**config.mk**
```make
export PLATFORM = sky130hd
export DESIGN_NAME = gregorian_date_stepper
export DESIGN_NICKNAME = d
export VERILOG_FILES = /design/src/design/gds_pkg.sv /design/src/design/gds_sub.sv /design/src/design/gds_core.sv /design/src/design/gregorian_date_stepper.sv
export SDC_FILE = /design/constraint.sdc
export NUM_CORES = 1
export LEC_CHECK = 0
export ABC_AREA = 1
export BUFFER_PORTS_ARGS = -buffer_cell sky130_fd_sc_hd__buf_2
export CAP_MARGIN = 20
export CORE_UTILIZATION = 40
export CTS_CLUSTER_SIZE = 10
export DETAILED_ROUTE_END_ITERATION = 10
export MAX_ROUTING_LAYER = met4
export PLACE_DENSITY = 0.64
export SLEW_MARGIN = 20
export SYNTH_ARGS = -nofsm -noshare
export SYNTH_HDL_FRONTEND = slang
export SYNTH_SLANG_ARGS = --single-unit
export TNS_END_PERCENT = 20
```
**constraint.sdc**
```tcl
create_clock -name clk -period 5.6 [get_ports clk]
set_input_delay 0.84 -clock clk [delete_from_list [all_inputs] [get_ports clk]]
set_output_delay 0.84 -clock clk [all_outputs]
set_load 0.02 [all_outputs]
```
**src/design/gds_pkg.sv**
```systemverilog
// Shared types, constants and calendar helpers for the Gregorian date stepper.
// Used by gds_sub, gds_core and the top level; no dependencies.
package gds_pkg;

    localparam int JUMP_BITS = 16;
    localparam int ALU_W     = (JUMP_BITS > 14) ? JUMP_BITS : 14;

    localparam logic [ALU_W-1:0] JUMP_MASK = ALU_W'((64'd1 << JUMP_BITS) - 64'd1);

    localparam logic [13:0] YEAR_MAX    = 14'd9999;
    localparam logic [6:0]  CENT_RESET  = 7'd20;
    localparam logic [6:0]  YY_RESET    = 7'd0;
    localparam logic [6:0]  TWO_DIG_MAX = 7'd99;
    localparam logic [3:0]  MONTH_JAN   = 4'd1;
    localparam logic [3:0]  MONTH_MAR   = 4'd3;
    localparam logic [3:0]  MONTH_DEC   = 4'd12;
    localparam logic [4:0]  DAY_FIRST   = 5'd1;

    localparam logic [ALU_W-1:0] CENTURY   = ALU_W'(100);
    localparam logic [ALU_W-1:0] MOD_BIG   = ALU_W'(112);
    localparam logic [ALU_W-1:0] MOD_SEVEN = ALU_W'(7);

    typedef enum logic [2:0] {
        OP_PRE_INC   = 3'd0,
        OP_POST_INC  = 3'd1,
        OP_PRE_DEC   = 3'd2,
        OP_POST_DEC  = 3'd3,
        OP_JUMP_FWD  = 3'd4,
        OP_JUMP_BACK = 3'd5,
        OP_LOAD      = 3'd6,
        OP_NOP       = 3'd7
    } op_t;

    typedef enum logic [3:0] {
        ST_IDLE,
        ST_FWD,
        ST_BWD,
        ST_SPLIT,
        ST_LCHECK,
        ST_REPORT,
        ST_ZSUM,
        ST_ZMOD,
        ST_RESULT
    } state_t;

    typedef struct packed {
        logic [13:0] year;
        logic [3:0]  month;
        logic [4:0]  day;
        logic [2:0]  weekday;
        logic        leap;
        logic        range_error;
    } result_t;

    // Year is held as century and two-digit year; 100 is a multiple of 4.
    function automatic logic is_leap(input logic [6:0] cent, input logic [6:0] yy);
        return (yy[1:0] == 2'd0) && ((yy != 7'd0) || (cent[1:0] == 2'd0));
    endfunction

    function automatic logic [4:0] days_in(input logic [3:0] month, input logic leap);
        logic [4:0] len;
        case (month)
            4'd1:    len = 5'd31;
            4'd2:    len = leap ? 5'd29 : 5'd28;
            4'd3:    len = 5'd31;
            4'd4:    len = 5'd30;
            4'd5:    len = 5'd31;
            4'd6:    len = 5'd30;
            4'd7:    len = 5'd31;
            4'd8:    len = 5'd31;
            4'd9:    len = 5'd30;
            4'd10:   len = 5'd31;
            4'd11:   len = 5'd30;
            4'd12:   len = 5'd31;
            default: len = 5'd0;
        endcase
        return len;
    endfunction

    // 13*(m+1)/5 with January and February counted as months 13 and 14.
    function automatic logic [5:0] zeller_month_term(input logic [3:0] month);
        logic [5:0] t;
        case (month)
            4'd1:    t = 6'd36;
            4'd2:    t = 6'd39;
            4'd3:    t = 6'd10;
            4'd4:    t = 6'd13;
            4'd5:    t = 6'd15;
            4'd6:    t = 6'd18;
            4'd7:    t = 6'd20;
            4'd8:    t = 6'd23;
            4'd9:    t = 6'd26;
            4'd10:   t = 6'd28;
            4'd11:   t = 6'd31;
            4'd12:   t = 6'd33;
            default: t = 6'd0;
        endcase
        return t;
    endfunction

endpackage

```
**src/design/gds_sub.sv**
```systemverilog
// Shared subtract-and-compare unit of the date stepper.
// Depends on gds_pkg for the operand width.
module gds_sub (
    input  logic [gds_pkg::ALU_W-1:0] a,
    input  logic [gds_pkg::ALU_W-1:0] b,
    output logic [gds_pkg::ALU_W-1:0] diff,
    output logic                      borrow
);
    import gds_pkg::*;

    // borrow set means a < b
    assign {borrow, diff} = {1'b0, a} - {1'b0, b};

endmodule

```
**src/design/gds_core.sv**
```systemverilog
// Sequencer and datapath of the date stepper: walks dates month by month,
// splits loaded years, and reduces Zeller's sum, all through one gds_sub.
// Depends on gds_pkg and gds_sub.
module gds_core (
    input  logic                clk,
    input  logic                rst_n,
    input  logic                in_valid,
    output logic                in_ready,
    input  gds_pkg::op_t        in_op,
    input  logic [15:0]         in_jump,
    input  logic [13:0]         in_year,
    input  logic [3:0]          in_month,
    input  logic [4:0]          in_day,
    output logic                res_valid,
    input  logic                res_ready,
    output gds_pkg::result_t    res
);
    import gds_pkg::*;

    state_t state_reg, state_next;

    logic             post_reg, post_next;
    logic             err_reg, err_next;
    logic             big_reg, big_next;
    logic [ALU_W-1:0] rem_reg, rem_next;
    logic [2:0]       h_reg, h_next;

    // working date
    logic [6:0] wc_reg, wc_next, wy_reg, wy_next;
    logic [3:0] wm_reg, wm_next;
    logic [4:0] wd_reg, wd_next;
    // stored date
    logic [6:0] dc_reg, dc_next, dy_reg, dy_next;
    logic [3:0] dm_reg, dm_next;
    logic [4:0] dd_reg, dd_next;
    // reported date
    logic [6:0] rc_reg, rc_next, ry_reg, ry_next;
    logic [3:0] rm_reg, rm_next;
    logic [4:0] rd_reg, rd_next;
    // load fields
    logic [3:0] lm_reg, lm_next;
    logic [4:0] ld_reg, ld_next;

    logic [ALU_W-1:0] sub_a, sub_b, sub_diff;
    logic             sub_borrow;

    logic             accept;
    logic             load_bad;
    logic [4:0]       dim_cur;
    logic [5:0]       fwd_span;
    logic             month_wrap;
    logic [3:0]       pm;
    logic [6:0]       pc, py;
    logic             below_first;
    logic [4:0]       dim_prev;
    logic             lday_bad;
    logic             zwrap;
    logic [6:0]       zc, zy;
    logic [9:0]       zsum;
    logic [3:0]       wd_plus;

    gds_sub u_sub (
        .a      (sub_a),
        .b      (sub_b),
        .diff   (sub_diff),
        .borrow (sub_borrow)
    );

    assign in_ready = (state_reg == ST_IDLE);
    assign accept   = in_valid && in_ready;
    assign load_bad = (in_year == 14'd0) || (in_year > YEAR_MAX) || (in_month == 4'd0)
                   || (in_month > MONTH_DEC) || (in_day == 5'd0);

    // forward: days left in this month plus one
    assign dim_cur  = days_in(wm_reg, is_leap(wc_reg, wy_reg));
    assign fwd_span = {1'b0, dim_cur} - {1'b0, wd_reg} + 6'd1;

    // backward: previous month and its year
    assign month_wrap  = (wm_reg == MONTH_JAN);
    assign pm          = month_wrap ? MONTH_DEC : wm_reg - 4'd1;
    assign py          = !month_wrap ? wy_reg : ((wy_reg == 7'd0) ? TWO_DIG_MAX : wy_reg - 7'd1);
    assign pc          = (month_wrap && (wy_reg == 7'd0)) ? wc_reg - 7'd1 : wc_reg;
    assign below_first = month_wrap && (wc_reg == 7'd0) && (wy_reg == 7'd1);
    assign dim_prev    = days_in(pm, is_leap(pc, py));

    assign lday_bad = (ld_reg > days_in(lm_reg, is_leap(wc_reg, wy_reg)));

    // Zeller: January and February belong to the previous year
    assign zwrap = (rm_reg < MONTH_MAR);
    assign zy    = !zwrap ? ry_reg : ((ry_reg == 7'd0) ? TWO_DIG_MAX : ry_reg - 7'd1);
    assign zc    = (zwrap && (ry_reg == 7'd0)) ? rc_reg - 7'd1 : rc_reg;
    assign zsum  = 10'(rd_reg) + 10'(zeller_month_term(rm_reg)) + 10'(zy) + 10'(zy[6:2])
                 + 10'(zc[6:2]) + {1'b0, zc, 2'b00} + 10'(zc);

    assign wd_plus = 4'(h_reg) + 4'd5;

    // shared unit operand select
    always_comb
    begin
        sub_a = rem_reg;
        unique case (state_reg)
            ST_FWD:   sub_b = ALU_W'(fwd_span);
            ST_BWD:   sub_b = ALU_W'(wd_reg);
            ST_SPLIT: sub_b = CENTURY;
            ST_ZMOD:  sub_b = big_reg ? MOD_BIG : MOD_SEVEN;
            default:  sub_b = '0;
        endcase
    end

    // next state
    always_comb
    begin
        state_next = state_reg;
        unique case (state_reg)
            ST_IDLE:
            begin
                if (accept)
                begin
                    unique case (in_op)
                        OP_PRE_INC, OP_POST_INC, OP_JUMP_FWD:  state_next = ST_FWD;
                        OP_PRE_DEC, OP_POST_DEC, OP_JUMP_BACK: state_next = ST_BWD;
                        OP_LOAD:  state_next = load_bad ? ST_REPORT : ST_SPLIT;
                        OP_NOP:   state_next = ST_REPORT;
                    endcase
                end
            end
            ST_FWD:
            begin
                if (sub_borrow || ((wm_reg == MONTH_DEC) && (wy_reg == TWO_DIG_MAX)
                                   && (wc_reg == TWO_DIG_MAX)))
                    state_next = ST_REPORT;
            end
            ST_BWD:
            begin
                if (sub_borrow || below_first)
                    state_next = ST_REPORT;
            end
            ST_SPLIT:
            begin
                if (sub_borrow)
                    state_next = ST_LCHECK;
            end
            ST_LCHECK: state_next = ST_REPORT;
            ST_REPORT: state_next = ST_ZSUM;
            ST_ZSUM:   state_next = ST_ZMOD;
            ST_ZMOD:
            begin
                if (sub_borrow && !big_reg)
                    state_next = ST_RESULT;
            end
            ST_RESULT:
            begin
                if (res_ready)
                    state_next = ST_IDLE;
            end
            default: state_next = ST_IDLE;
        endcase
    end

    // datapath next values
    always_comb
    begin
        post_next = post_reg;
        err_next  = err_reg;
        big_next  = big_reg;
        rem_next  = rem_reg;
        h_next    = h_reg;
        wc_next   = wc_reg;
        wy_next   = wy_reg;
        wm_next   = wm_reg;
        wd_next   = wd_reg;
        dc_next   = dc_reg;
        dy_next   = dy_reg;
        dm_next   = dm_reg;
        dd_next   = dd_reg;
        rc_next   = rc_reg;
        ry_next   = ry_reg;
        rm_next   = rm_reg;
        rd_next   = rd_reg;
        lm_next   = lm_reg;
        ld_next   = ld_reg;
        unique case (state_reg)
            ST_IDLE:
            begin
                if (accept)
                begin
                    wc_next   = dc_reg;
                    wy_next   = dy_reg;
                    wm_next   = dm_reg;
                    wd_next   = dd_reg;
                    lm_next   = in_month;
                    ld_next   = in_day;
                    post_next = (in_op == OP_POST_INC) || (in_op == OP_POST_DEC);
                    err_next  = (in_op == OP_LOAD) && load_bad;
                    unique case (in_op)
                        OP_JUMP_FWD, OP_JUMP_BACK: rem_next = ALU_W'(in_jump) & JUMP_MASK;
                        OP_LOAD:
                        begin
                            rem_next = ALU_W'(in_year);
                            wc_next  = 7'd0;
                        end
                        default: rem_next = ALU_W'(1);
                    endcase
                end
            end
            ST_FWD:
            begin
                if (sub_borrow)
                    wd_next = wd_reg + rem_reg[4:0];
                else
                begin
                    rem_next = sub_diff;
                    wd_next  = DAY_FIRST;
                    if (wm_reg == MONTH_DEC)
                    begin
                        wm_next = MONTH_JAN;
                        if (wy_reg == TWO_DIG_MAX)
                        begin
                            if (wc_reg == TWO_DIG_MAX)
                                err_next = 1'b1;
                            wy_next = 7'd0;
                            wc_next = wc_reg + 7'd1;
                        end
                        else
                            wy_next = wy_reg + 7'd1;
                    end
                    else
                        wm_next = wm_reg + 4'd1;
                end
            end
            ST_BWD:
            begin
                if (sub_borrow)
                    wd_next = wd_reg - rem_reg[4:0];
                else
                begin
                    rem_next = sub_diff;
                    err_next = below_first;
                    wm_next  = pm;
                    wy_next  = py;
                    wc_next  = pc;
                    wd_next  = dim_prev;
                end
            end
            ST_SPLIT:
            begin
                if (sub_borrow)
                    wy_next = rem_reg[6:0];
                else
                begin
                    rem_next = sub_diff;
                    wc_next  = wc_reg + 7'd1;
                end
            end
            ST_LCHECK:
            begin
                if (lday_bad)
                    err_next = 1'b1;
                else
                begin
                    wm_next = lm_reg;
                    wd_next = ld_reg;
                end
            end
            ST_REPORT:
            begin
                // capture the reported date, then commit unless refused
                if (post_reg || err_reg)
                begin
                    rc_next = dc_reg;
                    ry_next = dy_reg;
                    rm_next = dm_reg;
                    rd_next = dd_reg;
                end
                else
                begin
                    rc_next = wc_reg;
                    ry_next = wy_reg;
                    rm_next = wm_reg;
                    rd_next = wd_reg;
                end
                if (!err_reg)
                begin
                    dc_next = wc_reg;
                    dy_next = wy_reg;
                    dm_next = wm_reg;
                    dd_next = wd_reg;
                end
            end
            ST_ZSUM:
            begin
                rem_next = ALU_W'(zsum);
                big_next = 1'b1;
            end
            ST_ZMOD:
            begin
                if (sub_borrow)
                begin
                    big_next = 1'b0;
                    if (!big_reg)
                        h_next = rem_reg[2:0];
                end
                else
                    rem_next = sub_diff;
            end
            ST_RESULT: ;
            default: ;
        endcase
    end

    always_comb
    begin
        res_valid       = (state_reg == ST_RESULT);
        res.year        = 14'(rc_reg) * 14'd100 + 14'(ry_reg);
        res.month       = rm_reg;
        res.day         = rd_reg;
        res.weekday     = (wd_plus >= 4'd7) ? 3'(wd_plus - 4'd7) : wd_plus[2:0];
        res.leap        = is_leap(rc_reg, ry_reg);
        res.range_error = err_reg;
    end

    always_ff @(posedge clk or negedge rst_n)
    begin
        if (!rst_n)
        begin
            state_reg <= ST_IDLE;
            dc_reg    <= CENT_RESET;
            dy_reg    <= YY_RESET;
            dm_reg    <= MONTH_JAN;
            dd_reg    <= DAY_FIRST;
        end
        else
        begin
            state_reg <= state_next;
            dc_reg    <= dc_next;
            dy_reg    <= dy_next;
            dm_reg    <= dm_next;
            dd_reg    <= dd_next;
        end
    end

    always_ff @(posedge clk)
    begin
        post_reg <= post_next;
        err_reg  <= err_next;
        big_reg  <= big_next;
        rem_reg  <= rem_next;
        h_reg    <= h_next;
        wc_reg   <= wc_next;
        wy_reg   <= wy_next;
        wm_reg   <= wm_next;
        wd_reg   <= wd_next;
        rc_reg   <= rc_next;
        ry_reg   <= ry_next;
        rm_reg   <= rm_next;
        rd_reg   <= rd_next;
        lm_reg   <= lm_next;
        ld_reg   <= ld_next;
    end

endmodule

```
**src/design/gregorian_date_stepper.sv**
```systemverilog
// Steps: an accepted operation walks the date month by month, forward or backward, or
// for a load splits the year into century and two-digit year by repeated subtraction
// of 100 and checks the day; it then reports the date and reduces Zeller's sum, first
// by repeated subtraction of 112 and then of 7, before the result is offered.
// Throughput: one transaction at a time, set by the shared subtractor in gds_core.
// Reset: date 2000-01-01, no result pending; one finished result may wait in the
// output register while the next transaction is taken.
module gregorian_date_stepper (
    input  logic        clk,
    input  logic        rst_n,
    input  logic        s_axis_tvalid,
    output logic        s_axis_tready,
    input  logic [39:0] s_axis_tdata,   // jump_days, load_year, load_month, load_day, pad
    input  logic [2:0]  s_axis_tuser,   // operation
    output logic        m_axis_tvalid,
    input  logic        m_axis_tready,
    output logic [31:0] m_axis_tdata,   // out_year, out_month, out_day, weekday, leap_year, pad
    output logic        m_axis_tuser    // range_error
);
    import gds_pkg::*;

    logic    res_valid, res_ready;
    result_t res;
    logic    out_valid_reg, out_valid_next;
    result_t out_reg, out_next;

    gds_core u_core (
        .clk       (clk),
        .rst_n     (rst_n),
        .in_valid  (s_axis_tvalid),
        .in_ready  (s_axis_tready),
        .in_op     (op_t'(s_axis_tuser)),
        .in_jump   (s_axis_tdata[15:0]),
        .in_year   (s_axis_tdata[29:16]),
        .in_month  (s_axis_tdata[33:30]),
        .in_day    (s_axis_tdata[38:34]),
        .res_valid (res_valid),
        .res_ready (res_ready),
        .res       (res)
    );

    // take a result when the output register is empty or draining
    assign res_ready = !out_valid_reg || m_axis_tready;

    always_comb
    begin
        out_valid_next = out_valid_reg;
        out_next       = out_reg;
        if (res_ready)
        begin
            out_valid_next = res_valid;
            if (res_valid)
                out_next = res;
        end
    end

    always_ff @(posedge clk or negedge rst_n)
    begin
        if (!rst_n)
            out_valid_reg <= 1'b0;
        else
            out_valid_reg <= out_valid_next;
    end

    always_ff @(posedge clk)
    begin
        out_reg <= out_next;
    end

    assign m_axis_tvalid = out_valid_reg;
    assign m_axis_tdata  = {5'd0, out_reg.leap, out_reg.weekday, out_reg.day,
                            out_reg.month, out_reg.year};
    assign m_axis_tuser  = out_reg.range_error;

endmodule

```
==> results.txt, run 1 <==
----------------------------------------------------
[Global routing]
  Global-route wire length before repair ... 43.7 mm
  Maximum number of pins on one net before global-route repair ... 47
  Vias in the first global route ... between 8000 and 9000
  Aggregate global-route resource usage ... roughly 21%
  Antenna violations before repair ... 0
  Remaining Overflow, GRT ... 0

[Floorplanning]
  Initial cell density of the core ... between 40% and 50%
  I/O pin count ... 82
  Floorplan die width ... 167 um
  Floorplan die area ... 0.0279 mm2
  Die outline height ... 167 um
  Core area ... 0.0264 mm2
  Total number of placement rows ... 59

[Timing]
  Final slew viol count ... 0
  Slew at the pin with the worst max-slew slack ... 872 ps
  RSZ-0062 raised after global routing ... yes
  Relative slew slack ... a little over two fifths
  Final Hold Viols ... 0
  Achievable Freq ... 194 MHz
  Worst clock skew ... ~17 ps
  # setup viols final ... 0
  Tightest hold margin ... 464 ps
  Ratio of final minimum period to clock period ... 91.9%
  Minimum period implied by the final worst setup slack ... 5150 ps
  Worst Setup Slack, final ... 452 ps

[Final layout]
  Nets@finish ... 1545
  Share of cells above drive strength 1 ... 16.6%
  Antenna diode count ... 0
  Synthesis-to-finish area growth ... 13.6%
  Max reg flops ... 27

[Critical path]
  Slowest Stage Delay on Critical Path ... 540 ps
  Crit path max fanout ... 8
  Slowest CP cell ... fa_1
  Kind of end point of the critical path ... flop
  Required time at the worst-slack endpoint ... 5780 ps
  Cell depth of the worst flop-to-flop path ... 25
  Signal arrival time at the worst endpoint ... 5330 ps
  Critical setup path kind ... flop to flop
  Worst setup startpoint ... u_core.rm_reg[3]$_DFFE_PN_
  Kind of start point of the critical path ... flop
  CP dominant cell by count ... nand2_1
  Source of the worst register-to-register timing path ... u_core.rm_reg[3]$_DFFE_PN_

[Pwr]
  Net switching power figure ... 4.18 mW
  Internal ... 4.34 mW
  Part of the total power dissipated in the clock network ... 12.5%
  Power per unit of standard cell area ... between 600 and 700 mW/mm2
  Sequential share of power ... 23.2%
  Combinational cell fraction of total power ... between 60% and 70%
  Largest vdd supply drop ... roughly 0.4 mV
  Leakage power ... 5.56 nW
  Share of total power consumed by net switching ... 49.0%

[Synthesis]
  Synth cell types ... 59
  Warnings, synthesis ... 0
  #FFs+latches synth ... between 100 and 150
  Synth Instances ... 1257
  Share of async-settable or async-resettable flops after synthesis ... 20.1%
  Synth Cell Area ... 0.0109 mm2
  Seq/Total Area, Yosys ... ~37%
  Most frequently used flop master after synthesis ... edfxtp_1
  Number of synthesized flops with an enable pin ... between 100 and 150
  Post-Synthesis Mean Instance Area ... 8.65 um2

[Clocking]
  Clock tree from TritonCTS ... built
  Worst-path clk slew ... 70 ps
  CTS Buf Count ... 17
  Post-CTS Setup Repair Bufs ... 0
  Deepest clock path buffer count ... 2
  Number of cells upsized or downsized after cts ... 0
  Quantity of hold-fixing buffers added after cts ... 0
  Clk_lat worst skew ... 430 ps
  Buffer cell driving the clock tree root ... clkbuf_16
  Clock Sinks ... 139
  Count of H-tree levels built during CTS ... 4

[Routing]
  Average routed wire per standard cell ... 15.9 um
  Total number of vias ... 8955
  ANT nets after route ... 0
  Number of DRC markers in iteration 0 ... 567
  Post-detailed-route DRC marker count ... 0
  Total length of routed wires ... around 27 mm
  Total iterations of the first detailed-routing run ... 5
  Vias per std cell ... ~5.2

[Placement]
  Port Buffer Count ... 75
  Post-placement worst setup slack ... 152 ps
  HPWL after DPL ... 21.8 mm
  Placer congestion estimate ... 0.963

[Flow run]
  Max Cap Viol ... 0

[Worst hold path]
  Hold Crit Depth ... 0
  Class of the most critical hold timing path ... flop to flop
  Worst Hold Launch ... u_core.rm_reg[1]$_DFFE_PN_

[Status]
  Run status ... complete, no violations

----------------------------------------------------
## path summary, 6_finish.rpt
| kind | slack, ps | endpoint |
|---|---|---|
| max in group asynchronous | 4600 | u_core.dy_reg[5]$_DFFE_PN0P_ |
| worst min-delay path | 460 | m_axis_tdata[15]$_DFFE_PP_ |
| worst max register to register | 450 | u_core.rem_reg[7]$_DFFE_PP_ |
| worst min register to register | 460 | m_axis_tdata[15]$_DFFE_PP_ |
| worst max-delay path | 450 | u_core.rem_reg[7]$_DFFE_PP_ |
| min in group asynchronous | 490 | u_core.state_reg[0]$_DFFE_PN0P_ |
## cells by family after synthesis
group	Yosys count	share of synthesized area, %
AOI/OAI and AO/OA	203	11.4
xor gates and xnor gates	54	4.35
adders and majority gates	135	17.6
buffers and inverters	209	7.90
DFF	139	36.6
muxes	1	0.127
other	1	0.0345
and+or+nand+nor	515	22.0
## routing by layer
| metal | GRT usage, % | up-vias | wire length [um] |
|---|---|---|---|
| li1 | - | 4435 | - |
| met1 | 27.6 | 4251 | 12900 |
| met3 | 2.69 | 39 | 1170 |
| met4 | 6.92 | 0 | 623 |
| met2 | 32.3 | 230 | 12500 |
| met5 | - | - | 0 |
## through the flow
stage | util (%) | setup TNS (ps) | cells | cell area (um2) | power [mW]
global placement | 44.8 | 0 | 1679 | 11800 | 7.30
global route | 46.9 | -161 | 1711 | 12400 | 9.32
CTS | 46.8 | 0 | 1711 | 12300 | 8.52
finish | 46.9 | 0 | 1711 | 12400 | 8.52
detailed placement | 44.8 | 0 | 1679 | 11800 | 7.41
floorplan | - | 0 | 1261 | 10900 | 5.95
## critical path, delay by kind of cell (launching register included)
family | cells | cell delay [ps]
AOI/OAI and AO/OA | 2 | 360
adders and majority gates | 4 | 1840
xor gates and xnor gates | 2 | 480
buffers and inverters | 5 | 580
and+or+nand+nor | 12 | 1210
DFF | 1 | 420
## power by group through the flow
| stage | Clock, mW | Sequential [mW] | Combinational [mW] |
|---|---|---|---|
| after floorplan | 0 | 1.88 | 4.07 |
| final | 1.06 | 1.98 | 5.48 |
| after global placement | 0 | 1.98 | 5.32 |
| after global routing | 1.12 | 2.01 | 6.18 |
| after CTS | 1.08 | 1.97 | 5.47 |
| after detailed placement | 0 | 1.99 | 5.42 |
## layout make-up
cell class / count / area [um2]
Clock buffer: 19 / 433
Clock inverter: 13 / 110
Fill cell: 2527 / 14000
Inverter: 181 / 691
Multi-Input combinational cell: 913 / 6080
Sequential cell: 139 / 3980
Tap cell: 335 / 419
Timing Repair Buffer: 111 / 646
## placed cells by master (no fill, tap or decap), types with 9 or more instances in the layout
| master | count |
|---|---|
| a21oi_1 | 64 |
| buf_2 | 75 |
| buf_4 | 36 |
| clkbuf_16 | 17 |
| dfrtp_1 | 24 |
| edfxtp_1 | 105 |
| fa_1 | 30 |
| ha_1 | 105 |
| inv_1 | 158 |
| inv_2 | 17 |
| nand2_1 | 230 |
| nand3_1 | 83 |
| nand4_1 | 14 |
| nor2_1 | 113 |
| nor2_2 | 12 |
| nor2_4 | 9 |
| nor3_1 | 16 |
| o211ai_1 | 18 |
| o21ai_0 | 47 |
| o21ai_1 | 19 |
| o221ai_1 | 12 |
| xnor2_1 | 19 |
| xor2_1 | 35 |
## cells in the mapped netlist, types with 9 or more instances
| library cell | instances | area (um2) |
|---|---|---|
| xnor2_1 | 19 | 166 |
| ha_1 | 105 | 1310 |
| buf_2 | 9 | 45.0 |
| o211ai_1 | 18 | 135 |
| nand2_1 | 230 | 863 |
| dfrtp_1 | 24 | 601 |
| xor2_1 | 35 | 307 |
| nand4_1 | 14 | 87.6 |
| edfxtp_1 | 105 | 3150 |
| clkbuf_1 | 9 | 33.8 |
| nor2_1 | 114 | 428 |
| fa_1 | 30 | 601 |
| inv_2 | 17 | 63.8 |
| a21oi_1 | 64 | 320 |
| nor3_1 | 18 | 90.1 |
| o221ai_1 | 12 | 105 |
| o21ai_0 | 47 | 235 |
| o21ai_1 | 19 | 95.1 |
| nor2_4 | 9 | 101 |
| nor2_2 | 11 | 68.8 |
| nand3_1 | 83 | 415 |
| inv_1 | 158 | 593 |
Note: power is estimated with default switching activity, not from simulation.
==> run 2: changes to the inputs <==
--- a/config.mk
+++ b/config.mk
@@ -8,11 +8,11 @@
 export ABC_AREA = 1
 export BUFFER_PORTS_ARGS = -buffer_cell sky130_fd_sc_hd__buf_2
 export CAP_MARGIN = 20
-export CORE_UTILIZATION = 40
+export CORE_UTILIZATION = 41
 export CTS_CLUSTER_SIZE = 10
 export DETAILED_ROUTE_END_ITERATION = 10
 export MAX_ROUTING_LAYER = met4
-export PLACE_DENSITY = 0.64
+export PLACE_DENSITY = 0.63
 export SLEW_MARGIN = 20
 export SYNTH_ARGS = -nofsm -noshare
 export SYNTH_HDL_FRONTEND = slang
==> constraint.sdc (replaced) <==
create_clock -name clk -period 5.95 [get_ports clk]
set_input_delay 0.8925 -clock clk [delete_from_list [all_inputs] [get_ports clk]]
set_output_delay 0.8925 -clock clk [all_outputs]
set_load 0.02 [all_outputs]
==> run 2 against run 1 <==
  * Maximum frequency down 4.8%
  * Final area down 1.4%
  * Clock-buffer cell count down 1
  * Setup slack better by 91 ps
  * Sequential power down 4%
  * Die area down 2.4%
  * First-iteration DRC count up 35%
  * Clock skew up 1.5 ps
  * Cell count down 1.3%
  * Non-clock buffer count down 22
  * Flip-flop and latch count unchanged
  * Sequential share of layout area up 0.46 points
==> results.txt, run 2 (synthesized netlist as in run 1, its figures left out) <==
----------------------------------------------------
[Critical path]
  Required time at the worst-slack endpoint ... 6080 ps
  Signal arrival time at the worst endpoint ... between 5000 and 6000 ps
  Buffer and inverter count on the worst path ... 6
  Kind of start point of the critical path ... flop
  Critical setup path kind ... flop to flop
  Kind of end point of the critical path ... flop
  Family with the most delay on the worst path ... simple AND/OR/NAND/NOR gates
  Crit path max fanout ... 11
  Slowest Stage Delay on Critical Path ... 440 ps
  Slowest CP cell ... fa_1
  CP dominant cell by count ... nand2_1

[Routing]
  Total length of routed wires ... 26.7 mm
  Average routed wire per standard cell ... 15.8 um
  Post-detailed-route DRC marker count ... 0
  Vias per std cell ... about 5.2
  Total number of vias ... ~8800
  Number of DRC markers in iteration 0 ... 765
  ANT nets after route ... 0
  Total iterations of the first detailed-routing run ... 5

[Timing]
  Worst clock skew ... 18.2 ps
  Final slew viol count ... 0
  Achievable Freq ... 185 MHz
  Minimum period implied by the final worst setup slack ... about 5400 ps
  Slew at the pin with the worst max-slew slack ... approximately 1000 ps
  RSZ-0062 raised after global routing ... no
  Summed negative setup slack over all endpoints ... 0 ps
  # setup viols final ... 0
  Worst Setup Slack, final ... 543 ps
  Relative slew slack ... between 30% and 40%
  Final Hold Viols ... 0
  Ratio of final minimum period to clock period ... 90.9%

[Clocking]
  Quantity of hold-fixing buffers added after cts ... 0
  Clock tree from TritonCTS ... built
  Worst-path clk slew ... roughly 70 ps
  CTS Buf Count ... 17
  Clock Sinks ... 139
  Buffer cell driving the clock tree root ... clkbuf_16
  Clk_lat worst skew ... 430 ps
  Deepest clock path buffer count ... 2
  Count of H-tree levels built during CTS ... 4

[Final layout]
  Max reg flops ... 27
  Sequential standard cell area ... around 0.0040 mm2
  Antenna diode count ... 0
  Number of filler instances in the final layout ... between 2000 and 3000
  Share of cells above drive strength 1 ... about 15%
  Nets@finish ... 1523
  Most frequent standard cell in the layout excluding fill and tap cells ... nand2_1
  Top library cells by usage in the layout, fill and taps aside ... 230 x nand2_1, 158 x inv_1, 113 x nor2_1
  Total area of multi-input combinational cells ... 0.00606 mm2
  Final core occ ... 46.8%
  Finished layout cell area ... 0.0122 mm2
  Synthesis-to-finish area growth ... 12.0%

[Global routing]
  Vias in the first global route ... 8516
  Global-route wire length before repair ... 43.4 mm
  Maximum number of pins on one net before global-route repair ... 47
  Remaining Overflow, GRT ... 0
  Aggregate global-route resource usage ... between 20% and 30%
  Antenna violations before repair ... 0

[Pwr]
  Largest vdd supply drop ... around 0.35 mV
  Share of total power consumed by net switching ... 49.3%
  Leakage power ... 5.47 nW
  Total power draw ... 7.88 mW
  Internal ... between 3 and 4 mW
  Sequential share of power ... 24.1%
  Net switching power figure ... 3.88 mW
  Combinational cell fraction of total power ... approximately 63%
  Part of the total power dissipated in the clock network ... around 13%
  Power per unit of standard cell area ... 646 mW/mm2

[Placement]
  Port Buffer Count ... 75
  Area of placed instances ... approximately 0.012 mm2
  Placer congestion estimate ... 0.891
  Post-placement worst setup slack ... 502 ps
  HPWL after DPL ... around 21 mm

[Flow run]
  Max Cap Viol ... 0

[Floorplanning]
  Floorplan die width ... 165 um
  Floorplan die area ... 0.0272 mm2
  I/O pin count ... 82
  Total number of placement rows ... 59
  Core area ... between 0.02 and 0.03 mm2
  Die outline height ... 165 um
  Initial cell density of the core ... 41.7%

[Worst hold path]
  Class of the most critical hold timing path ... flop to flop

[Status]
  Run status ... complete, no violations

----------------------------------------------------
-- run 2: cell types whose count changed in the layout (fill, tap and decap cells not counted), sizes merged --
cell,delta
clkbuf,-1
clkinvlp,-2
inv,-1
clkinv,+4
buf,-22
-- run 2: path summary, 6_finish.rpt --
check | startpoint | to | slack [ps] | depth (start not counted)
min in group asynchronous | rst_n | u_core.dm_reg[1]$_DFFE_PN0P_ | 540 | 1
max in group asynchronous | rst_n | u_core.dc_reg[3]$_DFFE_PN0P_ | 4920 | 1
setup reg to reg | u_core.wm_reg[0]$_DFFE_PP_ | u_core.wy_reg[3]$_DFFE_PP_ | 540 | 30
hold reg to reg | u_core.dd_reg[0]$_DFFE_PN1P_ | u_core.dd_reg[0]$_DFFE_PN1P_ | 490 | 2
hold / removal | u_core.dd_reg[0]$_DFFE_PN1P_ | u_core.dd_reg[0]$_DFFE_PN1P_ | 490 | 2
setup / recovery | u_core.wm_reg[0]$_DFFE_PP_ | u_core.wy_reg[3]$_DFFE_PP_ | 540 | 30
-- run 2: metrics by stage --
step,hold slack (ps),instances
finish,491,1689
global route,517,1689
CTS,488,1685
detailed placement,477,1653
global placement,472,1653
floorplan,433,1261
-- run 2: metal layers --
| layer | vias up | global-route usage, % | part of all wire (%) |
|---|---|---|---|
| li1 | 4400 | - | - |
| met1 | 4081 | 28.4 | 46 |
| met2 | 241 | 33.8 | 46 |
| met3 | 42 | 3.44 | 4.8 |
| met4 | 0 | 6.46 | 2.4 |
| met5 | - | - | 0 |
-- run 2: power groups by stage --
| stage | clock [mW] | sequential [mW] | combinational, mW |
|---|---|---|---|
| after global placement | 0 | 1.91 | 4.84 |
| final | 1.00 | 1.90 | 4.97 |
| after global routing | 1.06 | 1.94 | 5.69 |
| after CTS | 1.02 | 1.90 | 4.96 |
| after detailed placement | 0 | 1.91 | 4.92 |
| after floorplan | 0 | 1.77 | 3.83 |
-- run 2: area by class of cell --
class / count / share of cell area, %
multi-input combinational: 913 / 49.8
timing repair buffer: 89 / 3.94
inverter: 181 / 5.69
clock inverter: 14 / 0.904
tap: 335 / 3.44
clock buffer: 18 / 3.60
sequential: 139 / 32.7
-- run 2: tightest hold or removal path, cell delays in order, from the launching register on --
cell and delay, ps:
dfstp_2 380, nand2_1 60, o21ai_1 50
-- run 2: timing repair --
item                                    in CTS  in global routing
resized for setup                            0                  2
setup buffers                                0                  4
endpoints found under the setup margin       0                 12
==> run 3: changes to the inputs <==
==> constraint.sdc (replaced) <==
create_clock -name clk -period 5.25 [get_ports clk]
set_input_delay 0.7875 -clock clk [delete_from_list [all_inputs] [get_ports clk]]
set_output_delay 0.7875 -clock clk [all_outputs]
set_load 0.02 [all_outputs]
==> run 3 against run 2 <==
  * Sequential power is 10% higher
  * Clock power is 23% higher
  * Flip-flop and latch count stayed put
  * Clock skew is 2.8 ps lower
  * Via count is 3.3% higher
  * Cell count is 3.4% higher
  * Sequential share of layout area is 1.3 points lower
  * Register-to-register slack worse by 260 ps
  * Critical path depth is 6 lower
  * Non-clock buffer count is 58 higher
  * Setup slack worse by 260 ps
  * Critical path type unchanged
==> results.txt, run 3 (synthesized netlist as in run 1, its figures left out) <==
----------------------------------------------------
[Placement]
  Placed cell count ... 1713
  Placer congestion estimate ... 0.926
  Post-placement worst setup slack ... -132 ps
  Port Buffer Count ... 75
  Area of placed instances ... 0.0121 mm2
  HPWL after DPL ... 22.0 mm

[Pwr]
  Part of the total power dissipated in the clock network ... about an eighth
  Power per unit of standard cell area ... 747 mW/mm2
  Share of total power consumed by net switching ... 47.4%
  Net switching power figure ... 4.49 mW
  Combinational cell fraction of total power ... 65.0%
  Sequential share of power ... 22.1%
  Internal ... 4.99 mW
  Total power draw ... 9.48 mW
  Leakage power ... between 5 and 6 nW
  Largest vdd supply drop ... 0.428 mV

[Final layout]
  Nets@finish ... 1581
  Top library cells by usage in the layout, fill and taps aside ... 230 x nand2_1, 158 x inv_1, 112 x nor2_1
  Finished layout cell area ... 0.0127 mm2
  Max reg flops ... 27
  Final Instance Count excl. Fillers ... 1747
  Most frequent standard cell in the layout excluding fill and tap cells ... nand2_1
  Final core occ ... 48.7%
  Synthesis-to-finish area growth ... 16.7%
  Share of cells above drive strength 1 ... 19.1%
  Antenna diode count ... 0

[Clocking]
  Deepest clock path buffer count ... 2
  Clock Sinks ... 139
  Clock tree from TritonCTS ... built
  Clk_lat worst skew ... 430 ps
  Buffer cell driving the clock tree root ... clkbuf_16
  CTS Buf Count ... 17
  Quantity of hold-fixing buffers added after cts ... 0
  Worst-path clk slew ... roughly 60 ps
  Count of H-tree levels built during CTS ... 4

[Floorplanning]
  Initial cell density of the core ... 41.7%
  Floorplan die width ... 165 um
  Die outline height ... 165 um
  Floorplan die area ... 0.0272 mm2
  Total number of placement rows ... 59
  I/O pin count ... 82
  Core area ... ~0.026 mm2

[Critical path]
  Required time at the worst-slack endpoint ... 5420 ps
  CP dominant cell by count ... nand2_1
  Critical setup path kind ... flop to flop
  Crit path max fanout ... 6
  Signal arrival time at the worst endpoint ... 5140 ps
  Kind of end point of the critical path ... flop
  Slowest Stage Delay on Critical Path ... 540 ps
  CP Cell Sequence ... inv_1 > ha_1 > nand4_2 > nor2_4 > inv_2 > nor2_4 > nand2_1 > xor2_2 > inv_1 > fa_1 > fa_1 > fa_1 > ha_1 > nand2_1 > nand2_1 > a31oi_2 > inv_1 > nand2_1 > nand2_1 > a21oi_1 > xor2_1 > inv_1 > nand2_1 > nand3_1
  Slowest CP cell ... fa_1
  Worst setup startpoint ... u_core.ry_reg[1]$_DFFE_PN_
  Kind of start point of the critical path ... flop
  Source of the worst register-to-register timing path ... u_core.ry_reg[1]$_DFFE_PN_

[Timing]
  Final slew viol count ... 0
  Worst Setup Slack, final ... 278 ps
  Final Hold Viols ... 0
  Ratio of final minimum period to clock period ... 94.7%
  Worst clock skew ... 15.4 ps
  Achievable Freq ... between 200 and 250 MHz
  Slew at the pin with the worst max-slew slack ... about 1000 ps
  # setup viols final ... 0
  Minimum period implied by the final worst setup slack ... 4970 ps
  Relative slew slack ... 32.0%

[Routing]
  ANT nets after route ... 0
  Number of DRC markers in iteration 0 ... 530
  Total iterations of the first detailed-routing run ... 5
  Total length of routed wires ... 27.5 mm
  Average routed wire per standard cell ... 15.7 um
  Total number of vias ... 9050
  Vias per std cell ... 5.18
  Post-detailed-route DRC marker count ... 0

[Global routing]
  Vias in the first global route ... approximately 8700
  Aggregate global-route resource usage ... 21.9%
  Antenna violations before repair ... 0
  Remaining Overflow, GRT ... 0
  Maximum number of pins on one net before global-route repair ... 47
  Global-route wire length before repair ... 44.2 mm

[Status]
  Run status ... complete, no violations

[Worst hold path]
  Class of the most critical hold timing path ... input pin to asynchronous set/reset pin

[Flow run]
  Max Cap Viol ... 0

----------------------------------------------------
run 3: final cells by class:
type | count | area, um2
clock buffers | 17 | 425
clock inverters | 15 | 165
fillers | 2463 | 13400
inverters | 181 | 691
multi-input cells | 913 | 6100
flip-flops and latches | 139 | 3980
well taps | 335 | 419
repair buffers | 147 | 916
run 3: what timing repair did:
action / in CTS / in global routing
gates resized for setup: 2 / 6
buffers inserted: 0 / 2
endpoints found under the setup margin: 12 / 32
pin swaps: 0 / 2
run 3: layer usage:
metal / track usage (%) / wire length (um)
met5: - / 0
met1: 29.4 / 12800
met4: 7.34 / 643
met3: 2.49 / 1370
met2: 34.2 / 12700
run 3: worst max-delay path, delay by kind of cell (launching register included):
family / cells / cell delay (ps)
compound gates: 2 / 330
fa+ha+maj: 5 / 2070
buf+inv: 5 / 450
xor+xnor: 2 / 440
flops: 1 / 460
simple gates: 10 / 960
run 3: power groups by stage:
stage	combinational (mW)	sequential [mW]	clock [mW]
detailed placement	6.07	2.10	0
floorplan	4.34	2.00	0
global route	6.99	2.13	1.29
global placement	5.97	2.10	0
CTS	6.12	2.08	1.24
finish	6.16	2.09	1.23
run 3: path summary, 6_finish.rpt:
path | endpoint | slack (ps) | cells past startpoint
max | u_core.rem_reg[7]$_DFFE_PP_ | 280 | 24
min | u_core.dc_reg[6]$_DFFE_PN0P_ | 430 | 1
max reg2reg | u_core.rem_reg[7]$_DFFE_PP_ | 280 | 24
min reg2reg | m_axis_tdata[14]$_DFFE_PP_ | 470 | 0
max in group asynchronous | u_core.dd_reg[2]$_DFFE_PN0P_ | 4330 | 1
min in group clk | m_axis_tdata[14]$_DFFE_PP_ | 470 | 0
run 3: per-stage QoR:
step | setup TNS [ps] | hold WS (ps)
2_1_floorplan | 0 | 433
3_3_place_gp | 0 | 457
3_5_place_dp | -1040 | 464
4_1_cts | 0 | 439
5_1_grt | -61.5 | 474
6_report | 0 | 433
